[config.mk]
export PLATFORM = sky130hd
export DESIGN_NAME = calendar_julian_day_convert
export DESIGN_NICKNAME = d
export VERILOG_FILES = /design/src/rtl/core/cjd_pkg.sv /design/src/rtl/core/calendar_julian_day_convert.sv
export SDC_FILE = /design/constraint.sdc
export NUM_CORES = 2
export LEC_CHECK = 0
export ABC_AREA = 1
export BUFFER_PORTS_ARGS = -buffer_cell sky130_fd_sc_hd__buf_4
export CAP_MARGIN = 10
export CORE_MARGIN = 4
export CORE_UTILIZATION = 50
export CTS_BUF_LIST = sky130_fd_sc_hd__clkbuf_16
export CTS_CLUSTER_SIZE = 12
export DETAILED_ROUTE_END_ITERATION = 12
export PLACE_DENSITY = 0.72
export SYNTH_ARGS = -nofsm -noshare
export SYNTH_HDL_FRONTEND = slang
export SYNTH_SLANG_ARGS = --single-unit
[constraint.sdc]
create_clock -name clk -period 17.4 [get_ports clk]
set_clock_uncertainty 0.05 [all_clocks]
set_input_delay 4.35 -clock clk [delete_from_list [all_inputs] [get_ports clk]]
set_output_delay 4.35 -clock clk [all_outputs]
set_load 0.02 [all_outputs]
[src/rtl/core/cjd_pkg.sv]
// Package for the calendar / Julian day number converter.
// Field widths, calendar constants and fixed-point reciprocals.
// No dependencies.
package cjd_pkg;

  // Port field widths
  localparam int unsigned YEAR_W  = 14;
  localparam int unsigned MONTH_W = 4;
  localparam int unsigned DOM_W   = 5;
  localparam int unsigned HOUR_W  = 5;
  localparam int unsigned MIN_W   = 6;
  localparam int unsigned SEC_W   = 6;
  localparam int unsigned DAYN_W  = 23;
  localparam int unsigned SOD_W   = 17;

  // Register stages from request to result strobe
  localparam int unsigned PIPE_DEPTH = 12;

  localparam logic [16:0] SECS_PER_DAY  = 17'd86400;
  localparam logic [16:0] SECS_PER_HOUR = 17'd3600;
  localparam logic [16:0] SECS_PER_MIN  = 17'd60;

  localparam logic [22:0] DAY_BASE  = 23'd1721119;
  localparam logic [23:0] FIRST_DAY = 24'd1721426;  // 0001-01-01
  localparam logic [23:0] LAST_DAY  = 24'd5373484;  // 9999-12-31

  localparam logic [17:0] ERA_DAYS  = 18'd146097;   // days in 400 years
  localparam logic [10:0] QUAD_DAYS = 11'd1461;     // days in 4 years
  localparam logic [7:0]  MON_SPAN  = 8'd153;       // days in 5 months from March
  localparam logic [6:0]  CENTURY   = 7'd100;

  // floor(-146097 / 4) mod 2^23, the era term for year -1
  localparam logic [22:0] NEG_ERA_TERM = 23'd8352083;

  // Rounded-up reciprocals; floor(x/d) = (x * R) >> S over the used range
  localparam logic [12:0] RECIP_Y100 = 13'd5243;      // /100,    S=19
  localparam logic [23:0] RECIP_ERA  = 24'd15051803;  // /146097, S=41
  localparam logic [19:0] RECIP_QUAD = 20'd734937;    // /1461,   S=30
  localparam logic [12:0] RECIP_MON  = 13'd6854;      // /153,    S=20
  localparam logic [16:0] RECIP_HOUR = 17'd74566;     // /3600,   S=28
  localparam logic [12:0] RECIP_MIN  = 13'd4370;      // /60,     S=18
  localparam logic [7:0]  RECIP_FIVE = 8'd205;        // /5,      S=10

  // Days before month index mp, March = 0: floor((153*mp + 2) / 5)
  function automatic logic [8:0] month_offset(input logic [3:0] mp);
    logic [8:0] res;
    unique case (mp)
      4'd0:    res = 9'd0;
      4'd1:    res = 9'd31;
      4'd2:    res = 9'd61;
      4'd3:    res = 9'd92;
      4'd4:    res = 9'd122;
      4'd5:    res = 9'd153;
      4'd6:    res = 9'd184;
      4'd7:    res = 9'd214;
      4'd8:    res = 9'd245;
      4'd9:    res = 9'd275;
      4'd10:   res = 9'd306;
      4'd11:   res = 9'd337;
      4'd12:   res = 9'd367;
      default: res = 9'd0;
    endcase
    return res;
  endfunction

endpackage

[src/rtl/core/calendar_julian_day_convert.sv]
// Gregorian calendar <-> civil Julian day number converter, fully pipelined.
// Depends on cjd_pkg (widths, constants, reciprocals, month offset table).
//
// Usage:
//   A request is taken at a rising edge with start high and busy low. busy is
//   always low: the pipeline takes one request in every cycle, back to back.
//   mode 0 converts year/month/day_of_month/hour_in/minute_in/second_in to
//   day_number and seconds_of_day. mode 1 converts day_number_in and
//   seconds_of_day_in to year_out .. second_out; a day outside years 1..9999
//   sets range_error and zeroes the calendar fields. Fields of the other
//   mode read as zero. A time of day of a full day or more rolls one day on.
//   done is high for one cycle, with the result on the output ports in that
//   same cycle.
//   Throughput: one request per clock. The depth is set by the chain of
//   reciprocal multiplies for the era / 4-year / month split of mode 1,
//   each multiply followed by a register.
//   The receiver cannot stall; a result not taken in its done cycle is gone.
//   Reset (rst, synchronous) clears the stage valid bits, so nothing in
//   flight is reported; the data path itself is not reset.
module calendar_julian_day_convert (
  input  logic                          clk,
  input  logic                          rst,
  input  logic                          start,
  output logic                          busy,
  input  logic                          mode,
  input  logic [cjd_pkg::YEAR_W-1:0]    year,
  input  logic [cjd_pkg::MONTH_W-1:0]   month,
  input  logic [cjd_pkg::DOM_W-1:0]     day_of_month,
  input  logic [cjd_pkg::HOUR_W-1:0]    hour_in,
  input  logic [cjd_pkg::MIN_W-1:0]     minute_in,
  input  logic [cjd_pkg::SEC_W-1:0]     second_in,
  input  logic [cjd_pkg::DAYN_W-1:0]    day_number_in,
  input  logic [cjd_pkg::SOD_W-1:0]     seconds_of_day_in,
  output logic                          done,
  output logic [cjd_pkg::DAYN_W-1:0]    day_number,
  output logic [cjd_pkg::SOD_W-1:0]     seconds_of_day,
  output logic [cjd_pkg::YEAR_W-1:0]    year_out,
  output logic [cjd_pkg::MONTH_W-1:0]   month_out,
  output logic [cjd_pkg::DOM_W-1:0]     day_out,
  output logic [cjd_pkg::HOUR_W-1:0]    hour_out,
  output logic [cjd_pkg::MIN_W-1:0]     minute_out,
  output logic [cjd_pkg::SEC_W-1:0]     second_out,
  output logic                          range_error
);
  import cjd_pkg::*;

  // No back-pressure anywhere in the pipe
  assign busy = 1'b0;

  // Valid bit per stage; bit k belongs to stage k+1
  logic [PIPE_DEPTH-1:0] vld;

  always_ff @(posedge clk) begin
    if (rst) begin
      vld <= '0;
    end else begin
      vld <= {vld[PIPE_DEPTH-2:0], start & ~busy};
    end
  end

  assign done = vld[PIPE_DEPTH-1];

  // Mode bit follows the request down the pipe
  logic s1_mode, s2_mode, s3_mode, s4_mode, s5_mode, s6_mode;
  logic s7_mode, s8_mode, s9_mode, s10_mode, s11_mode;

  // ------------------------------------------------------------------
  // Stage 1: month shift to a March-based year, raw time sum,
  //          seconds wrap and day carry for mode 1.
  // ------------------------------------------------------------------
  logic        early_c;     // January or February (or month 0)
  logic [13:0] ya_c;
  logic        yneg_c;
  logic [3:0]  mp_c;
  logic [16:0] tsum_c;
  logic        wrap_c;
  logic [16:0] sec1_c;
  logic [23:0] day1_c;

  always_comb begin
    early_c = (month <= 4'd2);
    ya_c    = early_c ? year - 14'd1 : year;
    yneg_c  = early_c && (year == '0);     // year 0 Jan/Feb -> year -1
    mp_c    = early_c ? month + 4'd9 : month - 4'd3;
    tsum_c  = 17'(hour_in) * SECS_PER_HOUR + 17'(minute_in) * SECS_PER_MIN
              + 17'(second_in);
    wrap_c  = (seconds_of_day_in >= SECS_PER_DAY);
    sec1_c  = wrap_c ? seconds_of_day_in - SECS_PER_DAY : seconds_of_day_in;
    day1_c  = {1'b0, day_number_in} + 24'(wrap_c);
  end

  logic [13:0] s1_ya;
  logic        s1_yneg;
  logic [8:0]  s1_mterm;
  logic [4:0]  s1_dom;
  logic [16:0] s1_tsum;
  logic [16:0] s1_sec;
  logic [23:0] s1_day;

  always_ff @(posedge clk) begin
    s1_mode  <= mode;
    s1_ya    <= ya_c;
    s1_yneg  <= yneg_c;
    s1_mterm <= month_offset(mp_c);
    s1_dom   <= day_of_month;
    s1_tsum  <= tsum_c;
    s1_sec   <= sec1_c;
    s1_day   <= day1_c;
  end

  // ------------------------------------------------------------------
  // Stage 2: year * 1/100, time-of-day wrap; range check and
  //          4j-1 for mode 1.
  // ------------------------------------------------------------------
  logic [23:0] j_c;

  assign j_c = s1_day - {1'b0, DAY_BASE};

  logic [26:0] s2_prod_y;
  logic [13:0] s2_ya;
  logic        s2_yneg;
  logic [8:0]  s2_mterm;
  logic [4:0]  s2_dom;
  logic        s2_carry;
  logic [16:0] s2_secs;
  logic        s2_err;
  logic [23:0] s2_x1;
  logic [16:0] s2_sec;

  always_ff @(posedge clk) begin
    s2_mode   <= s1_mode;
    s2_prod_y <= 27'(s1_ya) * 27'(RECIP_Y100);
    s2_ya     <= s1_ya;
    s2_yneg   <= s1_yneg;
    s2_mterm  <= s1_mterm;
    s2_dom    <= s1_dom;
    s2_carry  <= (s1_tsum >= SECS_PER_DAY);
    s2_secs   <= (s1_tsum >= SECS_PER_DAY) ? s1_tsum - SECS_PER_DAY : s1_tsum;
    s2_err    <= (s1_day < FIRST_DAY) || (s1_day > LAST_DAY);
    s2_x1     <= {j_c[21:0], 2'b00} - 24'd1;
    s2_sec    <= s1_sec;
  end

  // ------------------------------------------------------------------
  // Stage 3: century c -> 100c and 146097c; era and hour reciprocals.
  // ------------------------------------------------------------------
  logic [7:0] cent_c;

  assign cent_c = s2_prod_y[26:19];

  logic [13:0] s3_c100;
  logic [24:0] s3_c146;
  logic [13:0] s3_ya;
  logic        s3_yneg;
  logic [8:0]  s3_mterm;
  logic [4:0]  s3_dom;
  logic        s3_carry;
  logic [16:0] s3_secs;
  logic [47:0] s3_prod_q;
  logic [33:0] s3_prod_h;
  logic        s3_err;
  logic [23:0] s3_x1;
  logic [16:0] s3_sec;

  always_ff @(posedge clk) begin
    s3_mode   <= s2_mode;
    s3_c100   <= 14'(cent_c) * 14'(CENTURY);
    s3_c146   <= 25'(cent_c) * 25'(ERA_DAYS);
    s3_ya     <= s2_ya;
    s3_yneg   <= s2_yneg;
    s3_mterm  <= s2_mterm;
    s3_dom    <= s2_dom;
    s3_carry  <= s2_carry;
    s3_secs   <= s2_secs;
    s3_prod_q <= 48'(s2_x1) * 48'(RECIP_ERA);
    s3_prod_h <= 34'(s2_sec) * 34'(RECIP_HOUR);
    s3_err    <= s2_err;
    s3_x1     <= s2_x1;
    s3_sec    <= s2_sec;
  end

  // ------------------------------------------------------------------
  // Stage 4: year in century, era term, constant part of the sum;
  //          era count q -> 146097q, hour -> 3600*hour.
  // ------------------------------------------------------------------
  logic [13:0] yrem_c;
  logic [6:0]  q_c;
  logic [4:0]  hour_c;

  always_comb begin
    yrem_c = s3_ya - s3_c100;
    q_c    = s3_prod_q[47:41];
    hour_c = s3_prod_h[32:28];
  end

  logic [6:0]  s4_yr;
  logic [22:0] s4_tc;
  logic [22:0] s4_acc;
  logic [16:0] s4_secs;
  logic [6:0]  s4_q;
  logic [23:0] s4_qm;
  logic [4:0]  s4_hour;
  logic [16:0] s4_h3600;
  logic        s4_err;
  logic [23:0] s4_x1;
  logic [16:0] s4_sec;

  always_ff @(posedge clk) begin
    s4_mode  <= s3_mode;
    s4_yr    <= s3_yneg ? 7'd99 : yrem_c[6:0];
    s4_tc    <= s3_yneg ? NEG_ERA_TERM : s3_c146[24:2];
    s4_acc   <= 23'(s3_dom) + 23'(s3_mterm) + DAY_BASE + 23'(s3_carry);
    s4_secs  <= s3_secs;
    s4_q     <= q_c;
    s4_qm    <= 24'(q_c) * 24'(ERA_DAYS);
    s4_hour  <= hour_c;
    s4_h3600 <= 17'(hour_c) * SECS_PER_HOUR;
    s4_err   <= s3_err;
    s4_x1    <= s3_x1;
    s4_sec   <= s3_sec;
  end

  // ------------------------------------------------------------------
  // Stage 5: 1461*yr/4; day within era -> 4d+3; seconds within hour.
  // ------------------------------------------------------------------
  logic [17:0] ty_c;
  logic [23:0] r_c;
  logic [16:0] rem_c;

  always_comb begin
    ty_c  = 18'(s4_yr) * 18'(QUAD_DAYS);
    r_c   = s4_x1 - s4_qm;
    rem_c = s4_sec - s4_h3600;
  end

  logic [15:0] s5_ty;
  logic [22:0] s5_acc;
  logic [16:0] s5_secs;
  logic [17:0] s5_x2;
  logic [11:0] s5_rem;
  logic [6:0]  s5_q;
  logic [4:0]  s5_hour;
  logic        s5_err;

  always_ff @(posedge clk) begin
    s5_mode <= s4_mode;
    s5_ty   <= ty_c[17:2];
    s5_acc  <= s4_acc + s4_tc;
    s5_secs <= s4_secs;
    s5_x2   <= r_c[17:0] | 18'd3;     // 4*floor(r/4) + 3
    s5_rem  <= rem_c[11:0];
    s5_q    <= s4_q;
    s5_hour <= s4_hour;
    s5_err  <= s4_err;
  end

  // ------------------------------------------------------------------
  // Stage 6: day number done; 4-year and minute reciprocals.
  // ------------------------------------------------------------------
  logic [22:0] s6_dn;
  logic [16:0] s6_secs;
  logic [37:0] s6_prod_j;
  logic [24:0] s6_prod_mn;
  logic [17:0] s6_x2;
  logic [11:0] s6_rem;
  logic [6:0]  s6_q;
  logic [4:0]  s6_hour;
  logic        s6_err;

  always_ff @(posedge clk) begin
    s6_mode    <= s5_mode;
    s6_dn      <= s5_acc + 23'(s5_ty);
    s6_secs    <= s5_secs;
    s6_prod_j  <= 38'(s5_x2) * 38'(RECIP_QUAD);
    s6_prod_mn <= 25'(s5_rem) * 25'(RECIP_MIN);
    s6_x2      <= s5_x2;
    s6_rem     <= s5_rem;
    s6_q       <= s5_q;
    s6_hour    <= s5_hour;
    s6_err     <= s5_err;
  end

  // ------------------------------------------------------------------
  // Stage 7: year in 4-year cycle -> 1461*j2; minute -> 60*minute.
  // ------------------------------------------------------------------
  logic [6:0] j2_c;
  logic [5:0] mn_c;

  always_comb begin
    j2_c = s6_prod_j[36:30];
    mn_c = s6_prod_mn[23:18];
  end

  logic [22:0] s7_dn;
  logic [16:0] s7_secs;
  logic [6:0]  s7_j2;
  logic [17:0] s7_j1461;
  logic [5:0]  s7_min;
  logic [11:0] s7_m60;
  logic [17:0] s7_x2;
  logic [11:0] s7_rem;
  logic [6:0]  s7_q;
  logic [4:0]  s7_hour;
  logic        s7_err;

  always_ff @(posedge clk) begin
    s7_mode  <= s6_mode;
    s7_dn    <= s6_dn;
    s7_secs  <= s6_secs;
    s7_j2    <= j2_c;
    s7_j1461 <= 18'(j2_c) * 18'(QUAD_DAYS);
    s7_min   <= mn_c;
    s7_m60   <= 12'(mn_c) * 12'(SECS_PER_MIN);
    s7_x2    <= s6_x2;
    s7_rem   <= s6_rem;
    s7_q     <= s6_q;
    s7_hour  <= s6_hour;
    s7_err   <= s6_err;
  end

  // ------------------------------------------------------------------
  // Stage 8: day within year -> 5*d-3; seconds.
  // ------------------------------------------------------------------
  logic [17:0] d2_c;
  logic [8:0]  d3_c;
  logic [11:0] s_c;

  always_comb begin
    d2_c = s7_x2 - s7_j1461;
    d3_c = 9'(d2_c[10:2]) + 9'd1;    // floor((d2 + 4) / 4)
    s_c  = s7_rem - s7_m60;
  end

  logic [22:0] s8_dn;
  logic [16:0] s8_secs;
  logic [10:0] s8_x3;
  logic [5:0]  s8_sec;
  logic [6:0]  s8_j2;
  logic [5:0]  s8_min;
  logic [6:0]  s8_q;
  logic [4:0]  s8_hour;
  logic        s8_err;

  always_ff @(posedge clk) begin
    s8_mode <= s7_mode;
    s8_dn   <= s7_dn;
    s8_secs <= s7_secs;
    s8_x3   <= 11'(d3_c) * 11'd5 - 11'd3;
    s8_sec  <= s_c[5:0];
    s8_j2   <= s7_j2;
    s8_min  <= s7_min;
    s8_q    <= s7_q;
    s8_hour <= s7_hour;
    s8_err  <= s7_err;
  end

  // ------------------------------------------------------------------
  // Stage 9: month reciprocal.
  // ------------------------------------------------------------------
  logic [22:0] s9_dn;
  logic [16:0] s9_secs;
  logic [23:0] s9_prod_m;
  logic [10:0] s9_x3;
  logic [5:0]  s9_sec;
  logic [6:0]  s9_j2;
  logic [5:0]  s9_min;
  logic [6:0]  s9_q;
  logic [4:0]  s9_hour;
  logic        s9_err;

  always_ff @(posedge clk) begin
    s9_mode   <= s8_mode;
    s9_dn     <= s8_dn;
    s9_secs   <= s8_secs;
    s9_prod_m <= 24'(s8_x3) * 24'(RECIP_MON);
    s9_x3     <= s8_x3;
    s9_sec    <= s8_sec;
    s9_j2     <= s8_j2;
    s9_min    <= s8_min;
    s9_q      <= s8_q;
    s9_hour   <= s8_hour;
    s9_err    <= s8_err;
  end

  // ------------------------------------------------------------------
  // Stage 10: month index -> 153*m; year = 100q + j2.
  // ------------------------------------------------------------------
  logic [3:0] m_c;

  assign m_c = s9_prod_m[23:20];

  logic [22:0] s10_dn;
  logic [16:0] s10_secs;
  logic [3:0]  s10_mon;
  logic [10:0] s10_m153;
  logic [13:0] s10_yr;
  logic [10:0] s10_x3;
  logic [5:0]  s10_sec;
  logic [5:0]  s10_min;
  logic [4:0]  s10_hour;
  logic        s10_err;

  always_ff @(posedge clk) begin
    s10_mode <= s9_mode;
    s10_dn   <= s9_dn;
    s10_secs <= s9_secs;
    s10_mon  <= m_c;
    s10_m153 <= 11'(m_c) * 11'(MON_SPAN);
    s10_yr   <= 14'(s9_q) * 14'(CENTURY) + 14'(s9_j2);
    s10_x3   <= s9_x3;
    s10_sec  <= s9_sec;
    s10_min  <= s9_min;
    s10_hour <= s9_hour;
    s10_err  <= s9_err;
  end

  // ------------------------------------------------------------------
  // Stage 11: remainder within month; back to a January-based year.
  // ------------------------------------------------------------------
  logic [10:0] dd_c;
  logic        late_c;   // index 10/11 is January/February of next year

  always_comb begin
    dd_c   = s10_x3 - s10_m153;
    late_c = (s10_mon >= 4'd10);
  end

  logic [22:0] s11_dn;
  logic [16:0] s11_secs;
  logic [7:0]  s11_dd5;
  logic [3:0]  s11_mon;
  logic [13:0] s11_yr;
  logic [5:0]  s11_sec;
  logic [5:0]  s11_min;
  logic [4:0]  s11_hour;
  logic        s11_err;

  always_ff @(posedge clk) begin
    s11_mode <= s10_mode;
    s11_dn   <= s10_dn;
    s11_secs <= s10_secs;
    s11_dd5  <= dd_c[7:0] + 8'd5;
    s11_mon  <= late_c ? s10_mon - 4'd9 : s10_mon + 4'd3;
    s11_yr   <= s10_yr + 14'(late_c);
    s11_sec  <= s10_sec;
    s11_min  <= s10_min;
    s11_hour <= s10_hour;
    s11_err  <= s10_err;
  end

  // ------------------------------------------------------------------
  // Stage 12: day of month = floor((dd + 5) / 5); output registers.
  // Unused fields of each mode, and all calendar fields on a range
  // error, are forced to zero.
  // ------------------------------------------------------------------
  logic [15:0] day5_c;
  logic        cal_ok_c;

  always_comb begin
    day5_c   = 16'(s11_dd5) * 16'(RECIP_FIVE);
    cal_ok_c = s11_mode && !s11_err;
  end

  always_ff @(posedge clk) begin
    day_number     <= s11_mode ? '0 : s11_dn;
    seconds_of_day <= s11_mode ? '0 : s11_secs;
    year_out       <= cal_ok_c ? s11_yr : '0;
    month_out      <= cal_ok_c ? s11_mon : '0;
    day_out        <= cal_ok_c ? day5_c[14:10] : '0;
    hour_out       <= cal_ok_c ? s11_hour : '0;
    minute_out     <= cal_ok_c ? s11_min : '0;
    second_out     <= cal_ok_c ? s11_sec : '0;
    range_error    <= s11_mode && s11_err;
  end

`ifndef SYNTHESIS
  // Every accepted request comes out as a done strobe
  a_latency_fwd: assert property (@(posedge clk) disable iff (rst)
    (start && !busy) |-> ##PIPE_DEPTH done)
    else $error("request not answered after pipeline latency");

  // No result without a matching earlier request
  a_latency_back: assert property (@(posedge clk) disable iff (rst)
    done |-> $past(start, PIPE_DEPTH))
    else $error("result strobe without matching request");

  // Out-of-range day gives only the flag
  a_err_zero: assert property (@(posedge clk) disable iff (rst)
    (done && range_error) |-> (year_out == '0 && month_out == '0 &&
      day_out == '0 && day_number == '0 && seconds_of_day == '0))
    else $error("range error with nonzero fields");

  // In-range day always lands on a real month
  a_month_legal: assert property (@(posedge clk) disable iff (rst)
    (vld[PIPE_DEPTH-2] && s11_mode && !s11_err) |->
      (s11_mon >= 4'd1 && s11_mon <= 4'd12))
    else $error("month out of range in decode path");
`endif

endmodule
Word level (Yosys, flattened, before mapping)
Memories as Yosys holds them, arrays and structs flattened. A register that Yosys moved wholly into a read port is not among the register bits. Index checks and enable logic that the tools add are counted.

Bits in registers: 1294. Bits in read-only memories: 144. Bits of input ports: 84. Output and inout bits: 83. Memories kept: 1.

Add/sub/neg operators: 28. Multiply operators: 19. Magnitude comparators: 6. Muxes and demuxes: 5. Reduce and logical (&&, ||, !) cells: 6.

Memory list: (name not given) (words 16, bits a word 9, read ports 1, clocked after Yosys merged registers in 1, wr ports 0, RTL line cjd_pkg.sv:47) `unique case (mp)`.

Operators by type and width (number): $mul A24 B24 Y48 const B (1); $mul A18 B20 Y37 const B (1); $ge A17 B17 Y1 const B (2); $mux W17 (2); $sub A17 B17 Y17 const B (2); $mul A17 B16 Y32 const B (1); $mul A14 B13 Y27 const B (1); $mul A8 B18 Y25 const B (1); $add A23 B1 Y24 (1); $gt A24 B23 Y1 const B (1); $lt A24 B21 Y1 const B (1); $sub A24 B1 Y24 const B (1); $add A22 B1 Y23 (1); $add A23 B16 Y23 (1); $add A23 B23 Y23 (1); $mul A11 B12 Y23 const B (1); $mul A12 B12 Y23 const B (1); $add A10 B21 Y22 const B (1); $sub A22 B21 Y22 const B (1); $mul A7 B11 Y18 const B (1); $mul A7 B18 Y18 const B (1); $sub A18 B18 Y18 (1); $add A17 B12 Y17 (1); $add A17 B6 Y17 (1); 34 further kinds (37).

Logic depth before layout (Yosys ltp)
Depth after elaboration: 4. Mapped depth: 26. Depth with buffers taken out: 26.

Worst setup path after synthesis
OpenSTA, ideal clock, no wires.

Path type: input to register. Start point: input port minute_in[1] (netlist bit). End point: register s1_tsum[16]. Arrival: 7.886 ns. Data required time: 17.229 ns. Slack: 9.344 ns. Stages: 20. Path through: fa_1 -> fa_1 -> ha_1 -> a21oi_1 -> nand2_1 -> a21oi_1 -> o21ai_0 -> a21o_1 -> a21oi_1 -> xnor2_1 -> ha_1 -> ha_1 -> inv_1 -> nor3_1 -> nand3_1 -> nand4_1 -> nand2_1 -> nand2_1 -> nand3b_1 -> xnor2_1.

Word-level cells in the longest chain between the ends: 3.

RTL lines: start: declaration (RTL line calendar_julian_day_convert.sv:30) `input logic [cjd_pkg::MIN_W-1:0] minute_in,`; $mul A6 B4 Y10 (RTL line calendar_julian_day_convert.sv:85) `tsum_c = 17'(hour_in) * SECS_PER_HOUR + 17'(minute_in) * SECS_PER_MIN`; $add A17 B12 Y17 (RTL line calendar_julian_day_convert.sv:85); $add A17 B6 Y17 (RTL line calendar_julian_day_convert.sv:86) `+ 17'(second_in);`; net tsum_c[16] (RTL line calendar_julian_day_convert.sv:75) `logic [16:0] tsum_c;`; end signal: assignment (RTL line calendar_julian_day_convert.sv:106) `s1_tsum <= tsum_c;`; end: declaration (RTL line calendar_julian_day_convert.sv:96) `logic [16:0] s1_tsum;`.

The timed path passes the listed nets, and every way through them passes these cells. A chain may end at the register's enable or synchronous reset.

Worst setup path after layout
Ends and elaborated chain as after synthesis.

==> flow_summary.json <==
{
  "synthesis.nets": 8685,
  "tritoncts": "done",
  "top_flip_flop_cell_by_instance_count_after_synthesis": "sky130_fd_sc_hd__dfxtp_1",
  "vias": 43844,
  "yosysSeqAreaShare": 0.331,
  "top_level_ports": 167,
  "grt_overflow": 0,
  "core.rowCount": 134,
  "io_buffers": 165,
  "synth_edf_count": 0,
  "post_synth_instance_area_mm2": 0.0673,
  "first_pass_grt_wire_length_mm": 226,
  "ctsHtreeMaxLevel": 3,
  "synth_top_area_frac": 0.331,
  "syn-mean-instance-area_um2": 9.79,
  "routed_wl_mm": 135,
  "floorplan.initialDensity": 0.504,
  "synth_simple_gate_area_frac": 0.0947,
  "wire_per_inst_um": 15.0,
  "holdCritPathClass": "flop to flop",
  "layout-drive-gt1-share": 0.0529,
  "clkLatencyLatePin_ps": 730,
  "largest_family_of_logic_cells_by_synthesized_area": "adder cells",
  "final_max_slew_viol_count": 0,
  "layout.cells.most_common": "sky130_fd_sc_hd__inv_1",
  "status": "finished clean",
  "clk_pin_slew_worst_paths_ps": 60,
  "largest_net_degree_at_the_start_of_global_routing": 43,
  "finalCritPeriodShare": 0.446,
  "synth_largest_area_cell": "sky130_fd_sc_hd__dfxtp_1",
  "maxCapViolations": 0,
  "postSynthCellCount": 6876,
  "endpoint_kind": "flop",
  "grt_use_total": 0.196,
  "cts.sinks": 1113,
  "ctsRootBufferMaster": "sky130_fd_sc_hd__clkbuf_16",
  "instances_no_fill": 8966,
  "grt_pass1_vias": 45847,
  "drt-initial-drc-count": 1917,
  "syn2layout_area_growth_pct": 10.2,
  "reg2reg_setup_slack_ps": 10630,
  "timing.critical_path.from": "minute_in[1]",
  "upper_clock_frequency_limit_mhz": 129,
  "ys_seq_elements": 1113,
  "worst_slew_pin_slew_ps": 931,
  "cts_made_buffers": 114,
  "die_y_um": 375,
  "synth_compound_gate_area_share": 0.0544,
  "synthXorXnorAreaFrac": 0.0446,
  "crit-reg2reg-capture": "s3_prod_q[44]",
  "dpl.hpwl_mm": 112,
  "slew_headroom": 0.379,
  "postLayoutCellArea_mm2": 0.0742,
  "layout_common_cells": "sky130_fd_sc_hd__inv_1, sky130_fd_sc_hd__ha_1, sky130_fd_sc_hd__dfxtp_1",
  "drc": 0,
  "critPathArrivalTime_ps": 8330,
  "critical_path.startpoint_type": "input pin",
  "r2r_start": "s2_x1[2]",
  "vias_per_cell": 4.89,
  "timing.final.crit_period_ps": 7760,
  "synth_fa_ha_area_frac": 0.387,
  "timing.setup.critical_path_class": "input pin to flop",
  "synth_mux_area_frac": 0,
  "antenna_violations_before_repair": 4,
  "cts.path.max_buffers": 3,
  "ctsResizeCount": 0,
  "post_placement_worst_setup_slack_ps": 8870,
  "layout.nets": 8949,
  "fin_ws_ps": 9640,
  "worst-endpoint-required_ps": 17970,
  "gp_congestion": 0.913,
  "finalSetupViolations": 0,
  "crit_path_end": "s1_tsum[16]",
  "die_x_um": 375,
  "total_neg_setup_slack_ps": 0,
  "post_dp_cell_area_mm2": 0.0707,
  "yosys_warnings": 0,
  "cp_max_fo": 4,
  "synthDistinctLibCells": 56,
  "first_pass_iters": 6,
  "placed_cells": 8792,
  "cts_post_setup_buffers_inserted": 0,
  "coreArea_mm2": 0.134,
  "hold_viol_final": 0,
  "rsz_0062_raised_after_global_routing": "no",
  "drtAntennaViolNets": 0,
  "fraction_of_registers_with_async_set_reset": 0,
  "ctsHoldBuffers": 0,
  "ff2ff_path_depth": 23,
  "synthTopCellsByArea": "sky130_fd_sc_hd__dfxtp_1, sky130_fd_sc_hd__ha_1, sky130_fd_sc_hd__fa_1, sky130_fd_sc_hd__inv_1, sky130_fd_sc_hd__nand2_1",
  "floorplan.die_area_mm2": 0.141
}
==> synth_stat cells, types with 2 or more instances <==
cell	number
sky130_fd_sc_hd__and3_1	2
sky130_fd_sc_hd__a221oi_1	3
sky130_fd_sc_hd__o21a_1	11
sky130_fd_sc_hd__ha_1	1129
sky130_fd_sc_hd__nand4_2	2
sky130_fd_sc_hd__nand4_1	60
sky130_fd_sc_hd__xnor2_1	109
sky130_fd_sc_hd__nand2_4	7
sky130_fd_sc_hd__xor2_1	231
sky130_fd_sc_hd__a31oi_1	27
sky130_fd_sc_hd__a22oi_1	2
sky130_fd_sc_hd__inv_2	6
sky130_fd_sc_hd__o21ai_0	179
sky130_fd_sc_hd__a21boi_0	11
sky130_fd_sc_hd__nor3_2	3
sky130_fd_sc_hd__a21o_1	43
sky130_fd_sc_hd__nor3b_1	3
sky130_fd_sc_hd__nor4_1	30
sky130_fd_sc_hd__a211oi_1	8
sky130_fd_sc_hd__fa_1	596
sky130_fd_sc_hd__nand2_1	702
sky130_fd_sc_hd__nand3_1	184
sky130_fd_sc_hd__buf_1	3
sky130_fd_sc_hd__nand3_2	3
sky130_fd_sc_hd__o21bai_1	27
sky130_fd_sc_hd__dfxtp_1	1113
sky130_fd_sc_hd__o221ai_1	4
sky130_fd_sc_hd__o311ai_0	3
sky130_fd_sc_hd__nor2_4	3
sky130_fd_sc_hd__nor2_2	5
sky130_fd_sc_hd__o22ai_1	4
sky130_fd_sc_hd__nand3b_1	6
sky130_fd_sc_hd__o211ai_1	11
sky130_fd_sc_hd__or2_2	25
sky130_fd_sc_hd__clkbuf_1	12
sky130_fd_sc_hd__nor3_1	60
sky130_fd_sc_hd__nand3_4	2
sky130_fd_sc_hd__inv_1	1554
sky130_fd_sc_hd__a21oi_1	291
sky130_fd_sc_hd__nand2_2	7
sky130_fd_sc_hd__nor2_1	366
sky130_fd_sc_hd__o31ai_1	15
==> state kept, by name (all words and copies together) (netlist names), 18 cells and up <==
signal / cells
s4_tc: 23
day_number: 23
s11_dn: 23
s4_qm: 18
s1_day: 24
s8_dn: 23
s10_dn: 23
s9_dn: 23
s7_dn: 23
s6_dn: 23
s2_x1: 22
s5_acc: 23
s3_c146: 25
==> area by class of cell <==
type	instances	area (µm²)
inverter	1560	5860
multi-input combinational	4185	39100
clock buffer	114	2850
sequential	1113	22300
timing repair buffer	166	1250
clock inverter	59	606
fill	11649	59500
tap	1768	2210
antenna	1	2.50
==> through the flow <==
step | util | hold WS (ps)
6_report | 0.555 | 238
5_1_grt | 0.555 | 243
4_1_cts | 0.555 | 241
3_5_place_dp | 0.529 | 262
3_3_place_gp | 0.529 | 260
2_1_floorplan | - | 260
==> cell families after synthesis <==
kind of cell               count (synthesis)
DFF                                     1113
buffers and inverters                   1578
other                                      1
adders and majority gates               1725
and+or+nand+nor                         1472
AOI/OAI and AO/OA                        646
xor gates and xnor gates                 341
==> worst min-delay path by stage <==
stage               cells past startpoint        from  slack [ps]          to
finish                                  0   s7_min[5]         240   s8_min[5]
global route                            0   s7_min[5]         240   s8_min[5]
CTS                                     0   s7_min[5]         240   s8_min[5]
detailed placement                      0      s9_err         260     s10_err
global placement                        0  s5_hour[3]         260  s6_hour[3]
floorplan                               0    s9_dn[0]         260   s10_dn[0]
==> critical path: stages <==
cell and delay [ps]:
sky130_fd_sc_hd__buf_4 130, sky130_fd_sc_hd__fa_1 560, sky130_fd_sc_hd__fa_1 420, sky130_fd_sc_hd__ha_1 360, sky130_fd_sc_hd__a21oi_1 140, sky130_fd_sc_hd__nand2_1 90, sky130_fd_sc_hd__a21oi_1 130, sky130_fd_sc_hd__o21ai_0 130
sky130_fd_sc_hd__a21o_1 180, sky130_fd_sc_hd__a21oi_1 160, sky130_fd_sc_hd__xnor2_1 150, sky130_fd_sc_hd__ha_1 250, sky130_fd_sc_hd__ha_1 320, sky130_fd_sc_hd__inv_1 80, sky130_fd_sc_hd__nor3_1 230, sky130_fd_sc_hd__nand3_1 120
sky130_fd_sc_hd__nand4_1 150, sky130_fd_sc_hd__nand2_1 70, sky130_fd_sc_hd__nand2_1 80, sky130_fd_sc_hd__nand3b_1 90, sky130_fd_sc_hd__xnor2_1 130
==> metal layers <==
layer / GRT usage / wire (µm)
met1: 0.260 / 62000
met3: 0.0251 / 5270
met5: 0 / 0
met4: 0.0621 / 3920
met2: 0.335 / 63700
Power is left out: the tool's default activity adds up to more than one toggle a clock period on the data nets, which glitch-free logic cannot reach.
